File: src/hw/rtl/icc_pkg.sv
// Package of the convolution unit: sizes, codes and shared types.
package icc_pkg;

   // store sizes
   localparam int MAX_WIDTH  = 256;
   localparam int MAX_HEIGHT = 256;
   localparam int MAX_KERNEL = 7;
   localparam int CHANNELS   = 3;
   localparam int SUM_CHANS  = 3;
   localparam int MAX_RADIUS = (MAX_KERNEL - 1) / 2;

   // word fields
   localparam int TYPE_W  = 2;
   localparam int COORD_W = 8;
   localparam int CHAN_W  = 2;
   localparam int DATA_W  = 16;

   // derived widths
   localparam int X_W          = $clog2(MAX_WIDTH);
   localparam int Y_W          = $clog2(MAX_HEIGHT);
   localparam int KI_W         = $clog2(MAX_KERNEL + 1);
   localparam int KERNEL_DEPTH = MAX_KERNEL * MAX_KERNEL;
   localparam int KADDR_W      = $clog2(KERNEL_DEPTH);
   localparam int IMG_DEPTH    = MAX_WIDTH * MAX_HEIGHT * CHANNELS;
   localparam int IMG_AW       = $clog2(IMG_DEPTH);
   localparam int PROD_W       = 2 * DATA_W;
   localparam int ACC_W        = PROD_W + $clog2(KERNEL_DEPTH * SUM_CHANS) + 1;
   localparam int FRAC_SHIFT   = 14;
   localparam int Q_W          = ACC_W - FRAC_SHIFT;
   localparam int OUT_MAX      = 2 ** (DATA_W - 1) - 1;
   localparam int OUT_MIN      = -(2 ** (DATA_W - 1));

   // register file
   localparam int NUM_REGS  = 5;
   localparam int PADDR_W   = $clog2(NUM_REGS * 4);
   localparam int PDATA_W   = 32;
   localparam int REG_IDX_W = PADDR_W - 2;
   localparam int SIZE_W    = 9;
   localparam int COUNT_W   = 2;
   localparam int RAD_W     = 2;

   localparam logic [SIZE_W-1:0]  WIDTH_RESET    = SIZE_W'(256);
   localparam logic [SIZE_W-1:0]  HEIGHT_RESET   = SIZE_W'(256);
   localparam logic [COUNT_W-1:0] COUNT_RESET    = COUNT_W'(3);
   localparam logic [RAD_W-1:0]   RADIUS_RESET   = RAD_W'(1);
   localparam logic               PRESERVE_RESET = 1'b1;

   typedef enum logic [REG_IDX_W-1:0] {
      REG_IMAGE_WIDTH       = 3'd0,
      REG_IMAGE_HEIGHT      = 3'd1,
      REG_CHANNEL_COUNT     = 3'd2,
      REG_KERNEL_RADIUS     = 3'd3,
      REG_PRESERVE_CHANNELS = 3'd4
   } reg_index_type;

   typedef enum logic [TYPE_W-1:0] {
      REQ_LOAD_PIXEL = 2'd0,
      REQ_LOAD_COEF  = 2'd1,
      REQ_COMPUTE    = 2'd2
   } req_kind_type;

   typedef struct packed {
      logic [SIZE_W-1:0]  image_width;
      logic [SIZE_W-1:0]  image_height;
      logic [COUNT_W-1:0] channel_count;
      logic [RAD_W-1:0]   kernel_radius;
      logic               preserve_channels;
   } cfg_type;

   typedef struct packed {
      logic load_pixel;
      logic load_coef;
      logic start;
      logic step;
      logic finish;
   } ctrl_cmd_type;

   typedef struct packed {
      logic last_tap;
      logic pipe_busy;
      logic out_free;
   } dp_status_type;

endpackage

File: src/hw/rtl/icc_ctrl.sv
// Controller of the convolution unit: accepts words and sequences the taps.
module icc_ctrl (
   input  logic                        clock,
   input  logic                        reset,
   input  logic                        req_valid,
   input  logic [icc_pkg::TYPE_W-1:0]  req_type,
   output logic                        req_ready,
   output icc_pkg::ctrl_cmd_type       cmd,
   input  icc_pkg::dp_status_type      status
);
   import icc_pkg::*;

   typedef enum logic [2:0] {
      ST_IDLE  = 3'b001,
      ST_RUN   = 3'b010,
      ST_DRAIN = 3'b100
   } state_type;

   state_type state_ff, state_in;
   logic      accept;

   assign req_ready = (state_ff == ST_IDLE) && !reset;
   assign accept    = req_valid && req_ready;

   always_comb begin
      state_in = state_ff;
      cmd      = '0;
      case (state_ff)
         ST_IDLE: begin
            if (accept) begin
               case (req_type)
                  REQ_LOAD_PIXEL: cmd.load_pixel = 1'b1;
                  REQ_LOAD_COEF:  cmd.load_coef  = 1'b1;
                  REQ_COMPUTE: begin
                     cmd.start = 1'b1;
                     state_in  = ST_RUN;
                  end
                  default: state_in = ST_IDLE; // unknown kind: dropped
               endcase
            end
         end
         ST_RUN: begin
            cmd.step = 1'b1;
            if (status.last_tap) begin
               state_in = ST_DRAIN;
            end
         end
         ST_DRAIN: begin
            // wait for the MAC pipe to empty and the result register to free
            if (!status.pipe_busy && status.out_free) begin
               cmd.finish = 1'b1;
               state_in   = ST_IDLE;
            end
         end
         default: state_in = ST_IDLE;
      endcase
   end

   always_ff @(posedge clock) begin
      if (reset) begin
         state_ff <= ST_IDLE;
      end else begin
         state_ff <= state_in;
      end
   end

endmodule

File: config.mk
export PLATFORM = sky130hd
export DESIGN_NAME = icc_ctrl
export DESIGN_NICKNAME = d
export VERILOG_FILES = /design/src/hw/rtl/icc_pkg.sv /design/src/hw/rtl/icc_ctrl.sv
export SDC_FILE = /design/constraint.sdc
export NUM_CORES = 1
export LEC_CHECK = 0
export ABC_AREA = 1
export BUFFER_PORTS_ARGS = -buffer_cell sky130_fd_sc_hd__buf_2
export CORE_AREA = 5 5 42 44
export CTS_BUF_LIST = sky130_fd_sc_hd__clkbuf_16
export DETAILED_ROUTE_END_ITERATION = 6
export DIE_AREA = 0 0 47 49
export PLACE_DENSITY = 0.55
export SETUP_SLACK_MARGIN = 0.4
export SLEW_MARGIN = 5
export SYNTH_ARGS = -nofsm -noshare
export SYNTH_HDL_FRONTEND = slang
export SYNTH_SLANG_ARGS = --single-unit
File: constraint.sdc
create_clock -name clock -period 1.19 [get_ports clock]
set_clock_uncertainty 0.15 [all_clocks]
set_input_delay 0.0595 -clock clock [delete_from_list [all_inputs] [get_ports clock]]
set_output_delay 0.0595 -clock clock [all_outputs]
set_load 0.01 [all_outputs]
==> impl_metrics.yaml <==
power:
  internal-power_w: 0.0007182
  swShare_pct: 28.18
  pwr-share-clk_pct: 51.5
  combinationalPowerShare_pct: 34.0
  p_leak_nw: 0.2940
  pwr-share-seq_pct: 14.5
  p_sw_w: 0.0002817
  cellPowerDensity_nw_per_um2: 1804
  peakVddDrop_mv: 0.7256
floorplanning:
  pin_count: 14
  placeableCoreArea_sq_um: 1401
  die_h_um: 49
  die_x_um: 47
  start_util_pct: 19.20
  die-area_sq_um: 2303
  fp-row-count: 14
synthesis:
  synthTopCellsByArea: "dfxtp_1, inv_1, nand2_1, nor2_1, nand3_1"
  syn-cell-area_sq_um: 269.0
  synth_ff_type: "dfxtp_1"
  yosysSeqAreaShare_pct: 22.33
  synth_edf_count: 0
  synth_cells: 45
  synthArstFlopShare_pct: 0
  syn-num-nets: 53
  yosys.area.top_type: "dfxtp_1"
  ys_types: 18
  yosys.cell_count.top_type: "inv_1"
  yosys-top-cells-count: "inv_1, nand2_1, nor2_1"
  synth_top_area_share_pct: 22.33
  postSynthAreaPerCell_sq_um: 5.978
  yosys_warnings: 0
  ys_seq_elements: 3
global_route:
  first_global_vias: 347
  grt_pass1_wl_um: 1304
  grt_usage_pct: 7.595
  grt_max_degree: 6
  overflow: 0
  antenna_found_initial: 0
worst_setup_path:
  critPathCaptureType: "primary output"
  startpoint_type: "register"
  crit_arrival_ns: 1.13
  required_ns: 0.98
  crit_type: "reg2out"
  path_max_fanout: 4
timing:
  setup_viol: 8
  grt_setup_unrepaired: "true"
  period_share_pct: 112.3
  period_needed_ns: 1.336
  tightest_slew_ns: 0.2722
  hold_viol: 1
  max_clock_freq_mhz: 748.5
  slew_viol_final: 0
  fin_ws_ns: -0.1459
  slew_headroom_pct: 81.70
  hold_ws_ns: -0.05996
run_status:
  violations: "negative hold slack, negative setup slack"
  status: "complete, but fails checks"
clocking:
  clk_latency_ns: 0.22
  numCtsBuffers: 3
  path_clk_slew_ns: 0.03
  clock-root-buffer: "clkbuf_16"
  cts_tree: "built"
  h-tree-depth: 1
  cts.sinks: 3
  clockBufferDepth: 2
drt:
  drc: 0
  drtAntennaViolNets: 0
  vias_per_cell: 4.214
  via_count: 354
  wire_per_inst_um: 9.083
  wl_um: 763
  dr.pass1.iters: 1
  drt_iter0_drc: 0
placed_design:
  io_buffers: 13
  post-place-ws_ns: 0.02020
  gp_congestion: 0.7640
  dp_hpwl_um: 536.8
  dpl.cell_count: 74
final_layout:
  largestRegisters: "state_ff (3)"
  nets: 77
  largest-register: "state_ff"
  largest_register_ffs: 3
  final_util_pct: 39.55
  drive_above_1_share_pct: 57.35
  area_delta_synth_final_pct: 106.0
  diodes: 0
  fin_cells: 84
hold_path:
  hold_class: "in2reg"
run:
  maxCapViolCount: 0
==> area by class of cell <==
type                    count  area, sq um
multi-input cells          32        217.7
clock inverters             1        3.754
repair buffers             19        128.9
inverters                  10        40.04
fillers                   151        847.1
clock buffers               3        75.07
flip-flops and latches      3        68.82
well taps                  16        20.02
==> stage by stage <==
| step | hold WS (ns) | cell area [sq um] | power [W] | TNS (ns) |
|---|---|---|---|---|
| after floorplan | -0.02553 | 282.8 | 0.0003077 | 0 |
| after global placement | 0.1653 | 367.9 | 0.0003642 | 0 |
| after detailed placement | 0.1705 | 367.9 | 0.0003624 | 0 |
| after CTS | -0.05494 | 543.0 | 0.0009947 | -0.8133 |
| after global routing | -0.05369 | 554.3 | 0.001064 | -1.321 |
| final | -0.05996 | 554.3 | 0.0009999 | -0.6881 |
==> power groups by stage <==
stage	registers, W	logic (W)	clock network (W)
after floorplan	0.000142	0.000166	0
after global placement	0.000146	0.000218	0
after detailed placement	0.000146	0.000216	0
after CTS	0.000143	0.000327	0.000524
after global routing	0.000148	0.000377	0.000539
final	0.000145	0.000340	0.000515
==> path summary, 6_finish.rpt <==
path                                  from                  endpoint  slack [ns]  cells after the start
setup / recovery  state_ff[1]$_SDFFE_PP0P_                    cmd[0]       -0.15                      3
hold / removal                       reset  state_ff[1]$_SDFFE_PP0P_       -0.06                      2
setup reg to reg  state_ff[2]$_SDFFE_PP0P_  state_ff[2]$_SDFFE_PP0P_       -0.07                      8
hold reg to reg   state_ff[2]$_SDFFE_PP0P_  state_ff[2]$_SDFFE_PP0P_        0.50                      3
==> layout by cell type, fill, tap and decap left out, drive strengths merged <==
cell type	netlist	final
and2	1	1
a21oi	1	1
nor2	10	10
clkbuf	0	3
inv	10	11
dfxtp	3	3
nand4	1	1
nor3	1	1
nand2	9	9
nor4	1	1
nand3	5	5
o21ai	2	2
o31ai	1	1
buf	0	19
==> repair_timing <==
item,4_1_cts,5_1_grt
endpoints found under the setup margin,9,9
cloned,0,0
resized for setup,10,2
pin swaps,3,6
hold endpoints to repair,1,1
buffers inserted,6,0
==> cells by family (layout without fill, tap and decap cells) <==
family | count (synthesis) | in the layout | share of synthesized area [%]
and+or+nand+nor | 28 | 28 | 53.96
buffers and inverters | 10 | 33 | 13.95
DFF | 3 | 3 | 22.33
AOI/OAI and AO/OA | 4 | 4 | 9.766
==> metal layers <==
metal	share of wire [%]	wire length, um	vias to the layer above	track usage (%)
met3	6.8	52	0	2.583
li1	-	-	186	-
met4	0	0	0	2.765
met1	41	314	156	9.190
met5	0	0	-	0
met2	52	396	12	11.99
==> worst max-delay path, stage by stage (launching register included) <==
cell,delay (ns)
dfxtp_4,0.34
buf_4,0.15
nor4_2,0.25
buf_2,0.17
Note: power is estimated with default switching activity, not from simulation.
