[src/hw/rtl/icc_pkg.sv]
// Package of the convolution unit: sizes, codes and shared types.
package icc_pkg;

   // store sizes
   localparam int MAX_WIDTH  = 256;
   localparam int MAX_HEIGHT = 256;
   localparam int MAX_KERNEL = 7;
   localparam int CHANNELS   = 3;
   localparam int SUM_CHANS  = 3;
   localparam int MAX_RADIUS = (MAX_KERNEL - 1) / 2;

   // word fields
   localparam int TYPE_W  = 2;
   localparam int COORD_W = 8;
   localparam int CHAN_W  = 2;
   localparam int DATA_W  = 16;

   // derived widths
   localparam int X_W          = $clog2(MAX_WIDTH);
   localparam int Y_W          = $clog2(MAX_HEIGHT);
   localparam int KI_W         = $clog2(MAX_KERNEL + 1);
   localparam int KERNEL_DEPTH = MAX_KERNEL * MAX_KERNEL;
   localparam int KADDR_W      = $clog2(KERNEL_DEPTH);
   localparam int IMG_DEPTH    = MAX_WIDTH * MAX_HEIGHT * CHANNELS;
   localparam int IMG_AW       = $clog2(IMG_DEPTH);
   localparam int PROD_W       = 2 * DATA_W;
   localparam int ACC_W        = PROD_W + $clog2(KERNEL_DEPTH * SUM_CHANS) + 1;
   localparam int FRAC_SHIFT   = 14;
   localparam int Q_W          = ACC_W - FRAC_SHIFT;
   localparam int OUT_MAX      = 2 ** (DATA_W - 1) - 1;
   localparam int OUT_MIN      = -(2 ** (DATA_W - 1));

   // register file
   localparam int NUM_REGS  = 5;
   localparam int PADDR_W   = $clog2(NUM_REGS * 4);
   localparam int PDATA_W   = 32;
   localparam int REG_IDX_W = PADDR_W - 2;
   localparam int SIZE_W    = 9;
   localparam int COUNT_W   = 2;
   localparam int RAD_W     = 2;

   localparam logic [SIZE_W-1:0]  WIDTH_RESET    = SIZE_W'(256);
   localparam logic [SIZE_W-1:0]  HEIGHT_RESET   = SIZE_W'(256);
   localparam logic [COUNT_W-1:0] COUNT_RESET    = COUNT_W'(3);
   localparam logic [RAD_W-1:0]   RADIUS_RESET   = RAD_W'(1);
   localparam logic               PRESERVE_RESET = 1'b1;

   typedef enum logic [REG_IDX_W-1:0] {
      REG_IMAGE_WIDTH       = 3'd0,
      REG_IMAGE_HEIGHT      = 3'd1,
      REG_CHANNEL_COUNT     = 3'd2,
      REG_KERNEL_RADIUS     = 3'd3,
      REG_PRESERVE_CHANNELS = 3'd4
   } reg_index_type;

   typedef enum logic [TYPE_W-1:0] {
      REQ_LOAD_PIXEL = 2'd0,
      REQ_LOAD_COEF  = 2'd1,
      REQ_COMPUTE    = 2'd2
   } req_kind_type;

   typedef struct packed {
      logic [SIZE_W-1:0]  image_width;
      logic [SIZE_W-1:0]  image_height;
      logic [COUNT_W-1:0] channel_count;
      logic [RAD_W-1:0]   kernel_radius;
      logic               preserve_channels;
   } cfg_type;

   typedef struct packed {
      logic load_pixel;
      logic load_coef;
      logic start;
      logic step;
      logic finish;
   } ctrl_cmd_type;

   typedef struct packed {
      logic last_tap;
      logic pipe_busy;
      logic out_free;
   } dp_status_type;

endpackage

[src/hw/rtl/icc_csr.sv]
// Configuration registers of the convolution unit behind the APB port.
module icc_csr (
   input  logic                          clock,
   input  logic                          reset,
   input  logic                          psel,
   input  logic                          penable,
   input  logic                          pwrite,
   input  logic [icc_pkg::PADDR_W-1:0]   paddr,
   input  logic [icc_pkg::PDATA_W-1:0]   pwdata,
   output logic [icc_pkg::PDATA_W-1:0]   prdata,
   output logic                          pready,
   output icc_pkg::cfg_type              cfg
);
   import icc_pkg::*;

   cfg_type                cfg_ff, cfg_in;
   logic [REG_IDX_W-1:0]   reg_idx;
   logic                   wr_en;

   assign reg_idx = paddr[PADDR_W-1:2];
   assign wr_en   = psel && penable && pwrite;
   assign pready  = 1'b1;
   assign cfg     = cfg_ff;

   always_comb begin
      cfg_in = cfg_ff;
      if (wr_en) begin
         case (reg_idx)
            REG_IMAGE_WIDTH:       cfg_in.image_width       = pwdata[SIZE_W-1:0];
            REG_IMAGE_HEIGHT:      cfg_in.image_height      = pwdata[SIZE_W-1:0];
            REG_CHANNEL_COUNT:     cfg_in.channel_count     = pwdata[COUNT_W-1:0];
            REG_KERNEL_RADIUS:     cfg_in.kernel_radius     = pwdata[RAD_W-1:0];
            REG_PRESERVE_CHANNELS: cfg_in.preserve_channels = pwdata[0];
            default:               cfg_in = cfg_ff;
         endcase
      end
   end

   always_comb begin
      case (reg_idx)
         REG_IMAGE_WIDTH:       prdata = PDATA_W'(cfg_ff.image_width);
         REG_IMAGE_HEIGHT:      prdata = PDATA_W'(cfg_ff.image_height);
         REG_CHANNEL_COUNT:     prdata = PDATA_W'(cfg_ff.channel_count);
         REG_KERNEL_RADIUS:     prdata = PDATA_W'(cfg_ff.kernel_radius);
         REG_PRESERVE_CHANNELS: prdata = PDATA_W'(cfg_ff.preserve_channels);
         default:               prdata = '0;
      endcase
   end

   always_ff @(posedge clock) begin
      if (reset) begin
         cfg_ff.image_width       <= WIDTH_RESET;
         cfg_ff.image_height      <= HEIGHT_RESET;
         cfg_ff.channel_count     <= COUNT_RESET;
         cfg_ff.kernel_radius     <= RADIUS_RESET;
         cfg_ff.preserve_channels <= PRESERVE_RESET;
      end else begin
         cfg_ff <= cfg_in;
      end
   end

endmodule

[config.mk]
export PLATFORM = sky130hd
export DESIGN_NAME = icc_csr
export DESIGN_NICKNAME = d
export VERILOG_FILES = /design/src/hw/rtl/icc_pkg.sv /design/src/hw/rtl/icc_csr.sv
export SDC_FILE = /design/constraint.sdc
export NUM_CORES = 1
export LEC_CHECK = 0
export BUFFER_PORTS_ARGS = -buffer_cell sky130_fd_sc_hd__clkbuf_2
export CAP_MARGIN = 20
export CORE_UTILIZATION = 26
export CTS_BUF_LIST = sky130_fd_sc_hd__clkbuf_4
export DETAILED_ROUTE_END_ITERATION = 6
export PLACE_DENSITY = 0.64
export SLEW_MARGIN = 25
export SYNTH_ARGS = -nofsm -noshare
export SYNTH_HDL_FRONTEND = slang
export SYNTH_SLANG_ARGS = --single-unit
[constraint.sdc]
create_clock -name clock -period 1.4 [get_ports clock]
set_input_delay 0.07 -clock clock [delete_from_list [all_inputs] [get_ports clock]]
set_output_delay 0.07 -clock clock [all_outputs]
set_load 0.02 [all_outputs]
==> results of run 1 <==
## kinds of logic (layout without fill, tap and decap cells)
logic type,Yosys count,count (layout),share of synthesized area
other,2,24,0.00534
AO/OA/AOI/OAI,3,3,0.0151
AND/OR/NAND/NOR,56,56,0.258
multiplexers,32,32,0.237
flip-flops,23,23,0.327
buffers and inverters,31,63,0.157
## worst max-delay path by stage
stage,start,endpoint,slack [ns],cells past startpoint
finish,cfg[2],prdata[1],-0.08,3
global route,cfg[2],prdata[1],-0.14,3
CTS,cfg[2],prdata[1],-0.10,3
detailed placement,cfg[6],prdata[1],0.26,3
global placement,cfg[6],prdata[1],0.26,3
floorplan,cfg[2],prdata[1],0.27,2
## area by class of cell
cell class,count,area [sq um],share of cell area
Sequential cell,23,468,0.269
Clock buffer,4,30.0,0.0172
Tap cell,70,87.6,0.0503
Timing Repair Buffer,59,339,0.195
Multi-Input combinational cell,115,817,0.469
## metal layers
layer  global-route usage  vias to the layer above
met5                    0                        -
met4               0.0370                        0
met3               0.0119                        2
met2                0.155                       46
met1                0.136                      491
li1                     -                      549
## worst register-to-register path: cells and delay by family (launching register included)
| kind | cells | cell delay (ns) |
|---|---|---|
| simple gates | 1 | 0.09 |
| mux | 1 | 0.08 |
| buf+inv | 1 | 0.13 |
| flops | 1 | 0.34 |
## through the flow
stage | power, mW | area, sq um | std cells | hold slack [ns] | worst slack, ns
global placement | 0.889 | 1630 | 261 | 0.333 | 0.263
CTS | 1.23 | 1710 | 269 | 0.00164 | -0.101
floorplan | 0.884 | 1490 | 169 | 0.231 | 0.272
global route | 1.29 | 1740 | 271 | 0.00966 | -0.138
detailed placement | 0.889 | 1630 | 261 | 0.348 | 0.255
finish | 1.21 | 1740 | 271 | 0.0144 | -0.0764
## cells in the final DEF, fill, tap and decap left out, drive strengths merged
cell type    count
nand3            1
or2              1
nor3             2
buf             10
mux2             1
nand2b          25
nand3b           3
nand2            2
nand4            1
nor3b            1
dfxtp           23
dlygate4sd3      2
o21a             1
conb            24
nor2            17
a22oi            1
and4b            1
and2b            1
mux2i           30
clkbuf          51
o22ai            1
mux4             1
nand4b           1
## power by group
group,leakage [nW],switching (mW),internal (mW)
Sequential,0.186,0.00338,0.659
Clock,0.0184,0.192,0.130
Combinational,0.678,0.143,0.0777
## what timing repair did
item                                   CTS  global route
hold buffers                             0             2
setup endpoints to repair                2             2
endpoints found under the hold margin    0             2
buffers inserted                         4             0
pin swaps                                1             0
gates resized for setup                  8             4
==> results_dict.tcl, run 1 <==
set metrics [dict create \
    outcome "complete, but fails checks" \
    violations "setup timing" \
    grt_max_degree 35 \
    synth_top_area_cell "dfxtp_1" \
    drive_gt1_frac 0.378 \
    powerDensity_nw_per_um2 693 \
    r2r_cells 3 \
    async_reset_ff_frac 0 \
    grt_pass1_vias 878 \
    grt_pass1_wl_um 4140 \
    fill_cells 543 \
    drt_wl_total_um 2840 \
    die_h_um 75.6 \
    reg2reg_slack_ns 0.66 \
    track_usage 0.0977 \
    routed_via_density 4.01 \
    hp-class "in2reg" \
    wirelength_met1_um 1390 \
    io_pins 98 \
    drc 0 \
    route.met2.wl_um 1330 \
    insertion_delay_ns 0.30 \
    routabilityCongestion 0.727 \
    cp_data_required_time_ns 1.33 \
    slowest_stage "mux4_2" \
    core_area_sq_um 5170 \
    end_kind "primary output" \
    hold_depth 3 \
    setup_tns_ns -0.0764 \
    finalCriticalPeriod_ns 1.48 \
    setup_viol 1 \
    fin_crit_sh 1.05 \
    dr.pass1.iters 4 \
    ir_worst_vdd_uv 272 \
    largest_reg_flops 23 \
    ys_seq_area_frac 0.327 \
    numClockSinks 23 \
    r2r_start "cfg[1]" \
    synth-edff-count 0 \
    ys_top_cells_by_count "30 x mux2i_1, 26 x buf_4, 25 x nand2b_1" \
    cts_tree "built" \
    path_cells "mux4_2, and2b_1, clkbuf_8" \
    worst-path-buf-inv 1 \
    hold_start "pwdata[2]" \
    wl_met3_um 106 \
    fin_skew_ns 0 \
    fmax_ghz 0.677 \
    post-dp-hpwl_um 2220 \
    arrival_ns 1.41 \
    rows 26 \
    overflow 0 \
    drt_iter0_markers 13 \
    n_antenna_cell 0 \
    synth_area_per_cell_sq_um 9.58 \
    cp_slowest_stage_delay_ns 0.44 \
    timing.final.ws_setup_ns -0.0764 \
    cts_buffer_depth 2 \
    ys_warn_count 0 \
    dieArea_sq_um 5710 \
    startpoint_type "flip-flop" \
    synth_area_leaders "dfxtp_1 33%, mux2i_1 21%, buf_4 14%, nand2b_1 11%, nor2_1 4.5%" \
    synthCells 147 \
    grt_antenna_before_repair 0 \
    cp_max_fo 2 \
    initial_core_util 0.272 \
    final_nets 244 \
    place.port_buffers 48 \
    worst_pin_slew_ns 0.506 \
    crit_family "multiplexers" \
    ys_ff_latch 23 \
    ys_types 25 \
    grt_setup_unrepaired "true" \
    die_w_um 75.6 \
    via_count 1088 \
    cap_violations 0 \
    netlist_area_sq_um 1410 \
    hold_path_end "cfg[16]" \
    netlist.area_leader.share 0.327 \
    path_clk_slew_ns 0.13 \
    finalHoldViolations 0 \
    area_growth_pct 23.7 \
    fin_util 0.337 \
    cts_buffers 3 \
    synth_most_common_cell "mux2i_1" \
    route.antenna.remaining_nets 0 \
    wl_per_cell_um 10.5 \
    top_layer "met4" \
    cts-root-buf "clkbuf_4" \
    slew_violations 0 \
    synth_top_flop_cell "dfxtp_1" \
    r2r_end "cfg[1]" \
    p_leak_nw 0.882 \
    critPathKind "reg2out" \
    slew_headroom 0.662 \
    htree_levels 1 \
]
Power figures use the tool's default switching activity.
==> run 2, diff against run 1 <==
--- a/config.mk
+++ b/config.mk
@@ -7,10 +7,13 @@
 export LEC_CHECK = 0
 export BUFFER_PORTS_ARGS = -buffer_cell sky130_fd_sc_hd__clkbuf_2
 export CAP_MARGIN = 20
+export CELL_PAD_IN_SITES_DETAIL_PLACEMENT = 1
+export CELL_PAD_IN_SITES_GLOBAL_PLACEMENT = 1
 export CORE_UTILIZATION = 26
 export CTS_BUF_LIST = sky130_fd_sc_hd__clkbuf_4
 export DETAILED_ROUTE_END_ITERATION = 6
-export PLACE_DENSITY = 0.64
+export PLACE_DENSITY = 0.83
+export SKIP_LAST_GASP = 1
 export SLEW_MARGIN = 25
 export SYNTH_ARGS = -nofsm -noshare
 export SYNTH_HDL_FRONTEND = slang
==> run 2 against run 1 <==
The run still ends with setup timing left. Sequential share of layout area hardly changed. Critical path depth unchanged. Worst hold slack about the same. Fmax grew 0.57%. Global-route usage is 1.9 points higher. Setup slack gained 0.0083 ns. Power increased by 1.0%. Sequential power about the same. Combinational power about the same. Flip-flop and latch count unchanged. Core utilization shrank 0.097 points. Via count is 1.7% higher. Critical endpoint unchanged. Largest cell class unchanged.
==> results_dict.tcl, run 2 (synthesis results as in run 1) <==
set metrics [dict create \
    outcome "complete, but fails checks" \
    violations "setup timing" \
    slew_headroom 0.654 \
    fmax_ghz 0.681 \
    cp.depth 3 \
    r2r_cells 3 \
    cp-startpoint "cfg[15]" \
    placed_cell_area_sq_um 1620 \
    area_growth_pct 23.4 \
    insertion_delay_ns 0.30 \
    cp_max_fo 3 \
    hp-class "in2reg" \
    startpoint_type "flip-flop" \
    cp_slowest_stage_delay_ns 0.44 \
    setup_tns_ns -0.0681 \
    routed_via_density 4.08 \
    initial_core_util 0.272 \
    crit_family "multiplexers" \
    cts_tree "built" \
    drt_iter0_markers 27 \
    core_area_sq_um 5170 \
    end_kind "primary output" \
    cap_violations 0 \
    rows 26 \
    grt_max_degree 35 \
    cp_data_required_time_ns 1.33 \
    numClockSinks 23 \
    fin_area_sq_um 1740 \
    slew_violations 0 \
    fin_skew_ns 0 \
    power_frac_seq 0.544 \
    endpoint "prdata[1]" \
    reg2reg_slack_ns 0.62 \
    final_common_cell "clkbuf_2" \
    grt_pass1_wl_um 4950 \
    routabilityCongestion 0.730 \
    r2r_end "cfg[1]" \
    critPathKind "reg2out" \
    final_nets 244 \
    cts-root-buf "clkbuf_4" \
    path_clk_slew_ns 0.13 \
    grt_antenna_before_repair 0 \
    finalHoldViolations 0 \
    comb_power_share 0.184 \
    cts_buffer_depth 2 \
    pre_cts_slack_ns 0.230 \
    r2r_start "cfg[1]" \
    via_count 1107 \
    post-dp-hpwl_um 2590 \
    drive_gt1_frac 0.368 \
    grt_setup_unrepaired "true" \
    drt_wl_total_um 3490 \
    p_int_uw 867 \
    slowest_stage "mux4_2" \
    fin_crit_sh 1.05 \
    worst-path-buf-inv 1 \
    ir_worst_vdd_uv 293 \
    overflow 0 \
    use_met1 0.139 \
    largest_reg_flops 23 \
    track_usage 0.116 \
    p_leak_nw 0.875 \
    worst_pin_slew_ns 0.519 \
    finalCriticalPeriod_ns 1.47 \
    grt.met3_usage 0.0146 \
    route.antenna.remaining_nets 0 \
    dr.pass1.iters 2 \
    arrival_ns 1.40 \
    path_cells "mux4_2, and2b_1, buf_6" \
    wl_per_cell_um 12.9 \
    cts_buffers 3 \
    grt_pass1_vias 1035 \
    die_h_um 75.6 \
    p_clk_frac 0.273 \
    grt.busiest_layer "met2" \
    final_cell_mix "46 x clkbuf_2, 30 x mux2i_1, 25 x nand2b_1" \
    swShare 0.289 \
    grt_use_met2 0.215 \
    powerDensity_nw_per_um2 702 \
    die_w_um 75.6 \
    timing.final.ws_setup_ns -0.0681 \
    drc 0 \
    htree_levels 1 \
    n_antenna_cell 0 \
    dieArea_sq_um 5710 \
    io_pins 98 \
    place.port_buffers 48 \
    setup_viol 1 \
    netSwitchingPower_uw 352 \
]
run 2: cell types whose count changed in the layout (fill, tap and decap cells not counted):
cell,change
clkbuf_8,-1
dlygate4sd3_1,+1
dfxtp_1,+1
mux2_2,+1
buf_4,-1
dfxtp_2,-1
buf_6,+1
mux2_4,-1
run 2: area by class of cell:
cell class | instances | area [sq um]
clock buffer | 4 | 30.0
sequential | 23 | 467
timing repair buffer | 59 | 339
fill | 637 | 3440
tap | 70 | 87.6
multi-input combinational | 115 | 813
run 2: repair_timing:
action,CTS,global route
pin swaps,0,1
setup endpoints to repair,2,2
hold buffers,2,1
resized for setup,6,5
gates cloned,0,0
buffers inserted,2,3
hold endpoints to repair,2,1
run 2: layer usage:
metal	vias to the layer above	wire [um]
met4	0	12
met5	-	0
met3	2	113
li1	549	-
met2	29	1930
met1	527	1430
run 2: worst min-delay path by stage:
stage	slack, ns	cells after the start	from	end
6_report	0.01	3	pwdata[4]	cfg[9]
5_1_grt	0.009	3	pwdata[4]	cfg[9]
4_1_cts	0.002	3	pwdata[2]	cfg[16]
3_5_place_dp	0.35	3	pwdata[3]	cfg[8]
3_3_place_gp	0.33	3	pwdata[8]	cfg[13]
2_1_floorplan	0.23	2	pwdata[1]	cfg[4]
run 2: power by group through the flow:
stage               registers (mW)  clock network (mW)  logic, mW
global placement             0.678                   0      0.209
global route                 0.664               0.381      0.243
finish                       0.663               0.332      0.224
detailed placement           0.678                   0      0.211
floorplan                    0.683                   0      0.201
CTS                          0.663               0.353      0.219
run 2: through the flow:
step	power (mW)	util	instances	hold WS, ns
2_1_floorplan	0.884	-	169	0.231
3_3_place_gp	0.886	0.313	259	0.335
3_5_place_dp	0.889	0.313	259	0.348
4_1_cts	1.24	0.328	267	0.00236
5_1_grt	1.29	0.336	271	0.00890
6_report	1.22	0.336	271	0.0149
run 2: worst min-delay path: cells and delay by family:
family | cells | cell delay, ns
multiplexers | 1 | 0.07
buffers and inverters | 1 | 0.08
AND/OR/NAND/NOR | 1 | 0.08
